==> config.mk <==
export PLATFORM = sky130hd
export DESIGN_NAME = tnpm_dist
export DESIGN_NICKNAME = d
export VERILOG_FILES = /design/src/sv/tnpm_pkg.sv /design/src/sv/tnpm_dist.sv
export SDC_FILE = /design/constraint.sdc
export NUM_CORES = 2
export LEC_CHECK = 0
export BUFFER_PORTS_ARGS = -buffer_cell sky130_fd_sc_hd__buf_4
export CORE_ASPECT_RATIO = 0.8
export CORE_MARGIN = 4
export CORE_UTILIZATION = 40
export CTS_BUF_LIST = sky130_fd_sc_hd__clkbuf_2 sky130_fd_sc_hd__clkbuf_4 sky130_fd_sc_hd__clkbuf_8
export CTS_CLUSTER_DIAMETER = 80
export DETAILED_ROUTE_END_ITERATION = 6
export PLACE_DENSITY = 0.6
export RECOVER_POWER = 25
export SLEW_MARGIN = 0
export SYNTH_ARGS = -nofsm -noshare
export SYNTH_HDL_FRONTEND = slang
export SYNTH_SLANG_ARGS = --single-unit
==> constraint.sdc <==
create_clock -name clk_i -period 22.7 [get_ports clk_i]
set_clock_uncertainty 0.05 [all_clocks]
set_input_delay 1.135 -clock clk_i [delete_from_list [all_inputs] [get_ports clk_i]]
set_output_delay 1.135 -clock clk_i [all_outputs]
set_load 0.05 [all_outputs]
==> src/sv/tnpm_pkg.sv <==
`timescale 1ns / 1ps
`default_nettype none

package tnpm_pkg;

  localparam int unsigned OUT_IDX_W = 10;
  localparam int unsigned SQ_W      = 64;
  localparam int unsigned SUM_W     = 65;

  typedef enum logic [1:0] {
    ACT_CLEAR  = 2'd0,
    ACT_APPEND = 2'd1,
    ACT_QPOS   = 2'd2,
    ACT_QTIME  = 2'd3
  } action_e;

  typedef enum logic [1:0] {
    ST_OK    = 2'd0,
    ST_FULL  = 2'd1,
    ST_EMPTY = 2'd2
  } status_e;

  typedef struct packed {
    action_e            action;
    logic signed [31:0] pos_x;
    logic signed [31:0] pos_y;
    logic signed [31:0] arc_s;
    logic signed [31:0] time_value;
  } in_t;

  typedef struct packed {
    status_e                status;
    logic [OUT_IDX_W-1:0]   out_index;
    logic signed [31:0]     match_s;
    logic signed [31:0]     match_x;
    logic signed [31:0]     match_y;
    logic signed [31:0]     match_time;
  } out_t;

  typedef struct packed {
    logic signed [31:0] x;
    logic signed [31:0] y;
    logic signed [31:0] s;
    logic signed [31:0] t;
  } point_t;

endpackage

`default_nettype wire

==> src/sv/tnpm_dist.sv <==
`timescale 1ns / 1ps
`default_nettype none

module tnpm_dist #(
  parameter int unsigned IDX_W = 10
) (
  input  wire logic                          clk_i,
  input  wire logic                          rst_ni,
  input  wire logic                          valid_i,
  input  wire logic [IDX_W-1:0]              idx_i,
  input  wire logic signed [31:0]            px_i,
  input  wire logic signed [31:0]            py_i,
  input  wire logic signed [31:0]            qx_i,
  input  wire logic signed [31:0]            qy_i,
  output logic                               valid_o,
  output logic [IDX_W-1:0]                   idx_o,
  output logic [tnpm_pkg::SUM_W-1:0]         sum_o
);

  logic signed [32:0]             dx;
  logic signed [32:0]             dy;
  logic [31:0]                    ax_d;
  logic [31:0]                    ay_d;
  logic [31:0]                    ax_q;
  logic [31:0]                    ay_q;
  logic [tnpm_pkg::SQ_W-1:0]      sx_q;
  logic [tnpm_pkg::SQ_W-1:0]      sy_q;
  logic [tnpm_pkg::SUM_W-1:0]     sum_q;
  logic [2:0]                     v_q;
  logic [IDX_W-1:0]               idx_a_q;
  logic [IDX_W-1:0]               idx_m_q;
  logic [IDX_W-1:0]               idx_s_q;

  // absolute coordinate differences
  always_comb begin
    dx   = {px_i[31], px_i} - {qx_i[31], qx_i};
    dy   = {py_i[31], py_i} - {qy_i[31], qy_i};
    ax_d = dx[32] ? 32'(-dx) : dx[31:0];
    ay_d = dy[32] ? 32'(-dy) : dy[31:0];
  end

  always_ff @(posedge clk_i or negedge rst_ni) begin
    if (!rst_ni) begin
      v_q <= '0;
    end else begin
      v_q <= {v_q[1:0], valid_i};
    end
  end

  always_ff @(posedge clk_i) begin
    ax_q    <= ax_d;
    ay_q    <= ay_d;
    idx_a_q <= idx_i;
    sx_q    <= ax_q * ax_q;
    sy_q    <= ay_q * ay_q;
    idx_m_q <= idx_a_q;
    sum_q   <= {1'b0, sx_q} + {1'b0, sy_q};
    idx_s_q <= idx_m_q;
  end

  assign valid_o = v_q[2];
  assign idx_o   = idx_s_q;
  assign sum_o   = sum_q;

endmodule

`default_nettype wire

**Word-level counts from Yosys, hierarchy flattened**

Index checks and enable logic that the tools add are counted.

- Bits in registers: 290
- Input port bits: 141

- Add/sub/neg operators: 5
- Multipliers: 2
- Multiplexer cells: 2

Operator list:

| cell | number |
|---|---|
| 32-bit by 32-bit multiplier with 64-bit output | 2 |
| 32-bit by 32-bit subtractor with 33-bit output | 2 |
| 64-bit by 64-bit adder with 65-bit output | 1 |
| 32-bit 2-to-1 mux | 2 |
| 32-bit negator | 2 |

**Depth between registers and ports, before layout**

- Depth after elaboration: 3
- Mapped depth: 33
- Depth with buffers taken out: 30

**Worst setup path after synthesis**

No wires, ideal clock.

- Kind: register to register
- Start point: register ay_q[2]
- End point: register sy_q[56] (netlist name)
- Setup time: 128 ps
- Arrival: 7822 ps
- Setup slack: 14700 ps
- Cell stages (with the launch flop): 28
- Path buffers: 3
- Path through: dfxtp_1 > clkbuf_1 > clkbuf_1 > nand2_1 > inv_1 > fa_1 > fa_1 > inv_1 > fa_1 > fa_1 > inv_1 > fa_1 > fa_1 > fa_1 > fa_1 > ha_1 > clkbuf_1 > nand4_1 > nor2_1 > nand3_1 > or4b_1 > o311ai_1 > o211ai_1 > a21o_1 > o211a_1 > o31ai_2 > a2111oi_0 > nand4b_1

- Cells in the longest elaborated chain, start to end: 1

RTL lines:

| item | line | RTL |
|---|---|---|
| from (decl) | tnpm_dist.sv:25 | `logic [31:0] ay_q;` |
| from (signal assigned) | tnpm_dist.sv:52 | `ay_q <= ay_d;` |
| 32-bit by 32-bit multiplier with 64-bit output | tnpm_dist.sv:55 | `sy_q <= ay_q * ay_q;` |
| to (signal assigned) | tnpm_dist.sv:55 |  |
| to (decl) | tnpm_dist.sv:27 | `logic [tnpm_pkg::SQ_W-1:0] sy_q;` |

Every way passes these cells.

**Worst setup path after layout**

- Start point: register ay_q[0]
- End point: register sy_q[58] (netlist name)

Same word-level chain as after synthesis.

==> run_results.csv <==
group,metric,value,unit
clock_tree,post_cts_resized,0,
die,core_area,179700,µm²
grt,antenna_found_initial,13,
logic_synthesis,synthesis.instances,7806,
layout,multi_input_comb_area,57900,µm²
status,outcome,"finished, violations left",
logic_synthesis,async_reset_ff_share,1.042,%
die,die-area,187900,µm²
sta,max_slew_margin,-71.75,%
die,pin_count,217,
setup_path,cp.depth,25,
logic_synthesis,synth_edf_count,0,
logic_synthesis,synth.area.top_cells,"fa_1, ha_1, inv_1, dfxtp_1, and2_1",
placement,port_buffers,216,
layout,fill_cells,17540,
placement,gp_congestion,0.9097,
logic_synthesis,seq_area_frac_synth,7.986,%
sta,timing.fmax,94.76,MHz
drt,vias,51810,
setup_path,slowest_stage,"clkbuf_1",
drt,wire_per_inst,18.98,µm
logic_synthesis,netlist_area,72380,µm²
logic_synthesis,synthAdderAreaFrac,56.40,%
clock_tree,h-tree-depth,2,
placement,hpwl,159.6,mm
layout,register_area,5783,µm²
sta,post-route-period-util,46.49,%
setup_path,rr_worst_depth,25,
logic_synthesis,synth_nets,10260,
setup_path,critical_path.top_delay_family,"adder cells",
logic_synthesis,synth_most_common_cell,"inv_1",
layout,layout-drive-gt1-share,5.331,%
logic_synthesis,muxShareOfSynthArea,0.1573,%
layout,final_nets,10340,
logic_synthesis,yosysTopAreaCellShare,43.92,%
sta,hold_viol_final,0,
clock_tree,clk_path_buf_depth,3,
status,violations,"max-capacitance violations, max-slew violations",
sta,period_minus_slack,10.55,ns
setup_path,crit_path_frequent_cell,"fa_1",
clock_tree,clockRootBuffer,"clkbuf_8",
drt,drtAntennaViolNets,0,
setup_path,path_max_fanout,35,
setup_path,cp_slowest_stage_delay,1.81,ns
logic_synthesis,avgSynthCellArea,9.273,µm²
layout,syn_to_final_growth,7.395,%
logic_synthesis,yosysWarnings,0,
drt,drt-vias-per-instance,5.012,
setup_path,crit_arrival,11.10,ns
sta,rsz0062_at_grt,"no",
setup_path,crit_path_end_kind,"flop",
drt,first_iter_violations,3732,
drt,drc_errors,0,
setup_path,worstSetupPathType,"flop to flop",
grt,overflow,0,
die,rows,139,
grt,grt_pass1_wl,315.8,mm
logic_synthesis,synth.distinct_cells,95,
logic_synthesis,synth_ff_type,"dfxtp_1",
grt,grt_usage,21.42,%
logic_synthesis,ys_ff_latch,288,
logic_synthesis,synth_top_area_cell,"fa_1",
clock_tree,clk_pin_slew,0.07,ns
die,die_width,483.6,µm
flow_run,cap_violations,2,
clock_tree,tritoncts,"built",
setup_path,r2r_start,"ay_q[0]$_DFF_P_",
min_path,min_path_type,"input port to asynchronous set/reset pin",
drt,wirelength,196.2,mm
clock_tree,ctsHoldBuffers,0,
logic_synthesis,ys_top_cells_by_count,"inv_1, fa_1, ha_1, nand2_1, and2_1",
drt,dr.pass1.iters,6,
logic_synthesis,synth_xor_xnor_area_share,4.283,%
clock_tree,clk_latency,0.77,ns
sta,worst_pin_slew,2.576,ns
logic_synthesis,synth_compound_area_share,7.687,%
logic_synthesis,synth_top_family_by_area,"adder cells",
setup_path,worstSetupStartpointType,"flop",
sta,setup_viol,0,
die,initial_utilization,40.29,%
setup_path,regToRegSetupSlack,12.15,ns
die,die_h,388.5,µm
sta,fin_setup_tns,0,ns
sta,report.final.slew_viol_count,71,
clock_tree,cts_buffers,53,
clock_tree,cts_setup_buffers,0,
grt,grt_max_degree,41,
logic_synthesis,synthSimpleGateAreaFrac,11.44,%
setup_path,r2r_end,"sy_q[58]$_DFF_P_",
setup_path,critPathBufInv,3,
setup_path,critPathRequiredTime,23.25,ns
grt,grt_pass1_vias,55910,
clock_tree,clock_sinks,288,
[worst reg2reg max path: cells and delay by family (launching register included)]
family | cells | cell delay, ns
compound gates | 7 | 2.89
xor+xnor | 2 | 0.43
fa+ha+maj | 9 | 4.00
buf+inv | 3 | 1.90
flops | 1 | 0.30
simple gates | 4 | 0.88
[metrics by stage]
stage	setup WS [ns]	util (%)	cell area, µm²	hold WS [ns]	instances
floorplan	14.70	-	72380	0.2596	7806
global placement	13.25	42.61	76560	0.2598	10230
detailed placement	13.07	42.61	76560	0.2621	10230
CTS	13.06	43.33	77840	0.02385	10330
global route	11.74	43.26	77730	0.09449	10340
finish	12.15	43.27	77730	0.1305	10340
[cell usage in the layout, fill, tap and decap left out, types with 38 or more instances in the layout]
| master | count |
|---|---|
| and2_1 | 468 |
| dfxtp_1 | 283 |
| nand3_1 | 73 |
| nand2_1 | 624 |
| inv_1 | 2064 |
| o21bai_1 | 43 |
| a21oi_1 | 259 |
| clkbuf_8 | 60 |
| xor2_1 | 147 |
| ha_1 | 722 |
| nor2_1 | 253 |
| a21o_1 | 113 |
| buf_4 | 237 |
| nor2b_1 | 42 |
| o21ai_0 | 139 |
| a31oi_1 | 39 |
| nor3_1 | 38 |
| fa_1 | 1588 |
| xnor2_1 | 207 |
[how the worst max path moves through the flow]
stage | from | to | slack [ns]
global route | ay_q[0]$_DFF_P_ | sy_q[56]$_DFF_P_ | 11.74
finish | ay_q[0]$_DFF_P_ | sy_q[58]$_DFF_P_ | 12.15
CTS | ay_q[16]$_DFF_P_ | sy_q[58]$_DFF_P_ | 13.06
detailed placement | ay_q[16]$_DFF_P_ | sy_q[56]$_DFF_P_ | 13.07
global placement | ay_q[16]$_DFF_P_ | sy_q[56]$_DFF_P_ | 13.25
floorplan | ay_q[2]$_DFF_P_ | sy_q[56]$_DFF_P_ | 14.70
[kinds of logic (layout without fill, tap and decap cells)]
| family | Yosys count | count (layout) |
|---|---|---|
| multiplexers | 11 | 11 |
| other | 0 | 6 |
| flip-flops | 288 | 288 |
| buffers and inverters | 2319 | 2448 |
| adder cells (fa/ha/maj) | 2310 | 2310 |
| XOR/XNOR | 354 | 354 |
| AND/OR/NAND/NOR | 1677 | 1677 |
| AO/OA/AOI/OAI | 847 | 847 |
[final cells by class]
class / count / share of cell area, %
antenna: 6 / 0.01931
multi-input combinational: 5199 / 74.48
sequential: 288 / 7.439
clock inverter: 22 / 0.4314
inverter: 2068 / 9.986
tap: 2397 / 3.858
timing repair buffer: 282 / 2.569
clock buffer: 76 / 1.217
[sequential cells by signal, indices dropped and copies added, names as in the netlist]
signal,count
idx_m_q,10
v_q,3
ay_q,32
sum_o,65
sy_q,63
ax_q,32
sx_q,63
idx_o,10
idx_a_q,10
[per-layer routing]
| layer | part of all wire, % | wire [µm] | track usage, % |
|---|---|---|---|
| met1 | 46 | 90200 | 31.45 |
| met3 | 8.8 | 17180 | 4.909 |
| met5 | 0.016 | 31 | 0.3305 |
| met4 | 2.9 | 5647 | 5.797 |
| met2 | 42 | 83180 | 31.66 |
Power is not shown: default switching activity piles up to over one toggle a cycle in this logic, so the estimate is an artifact.
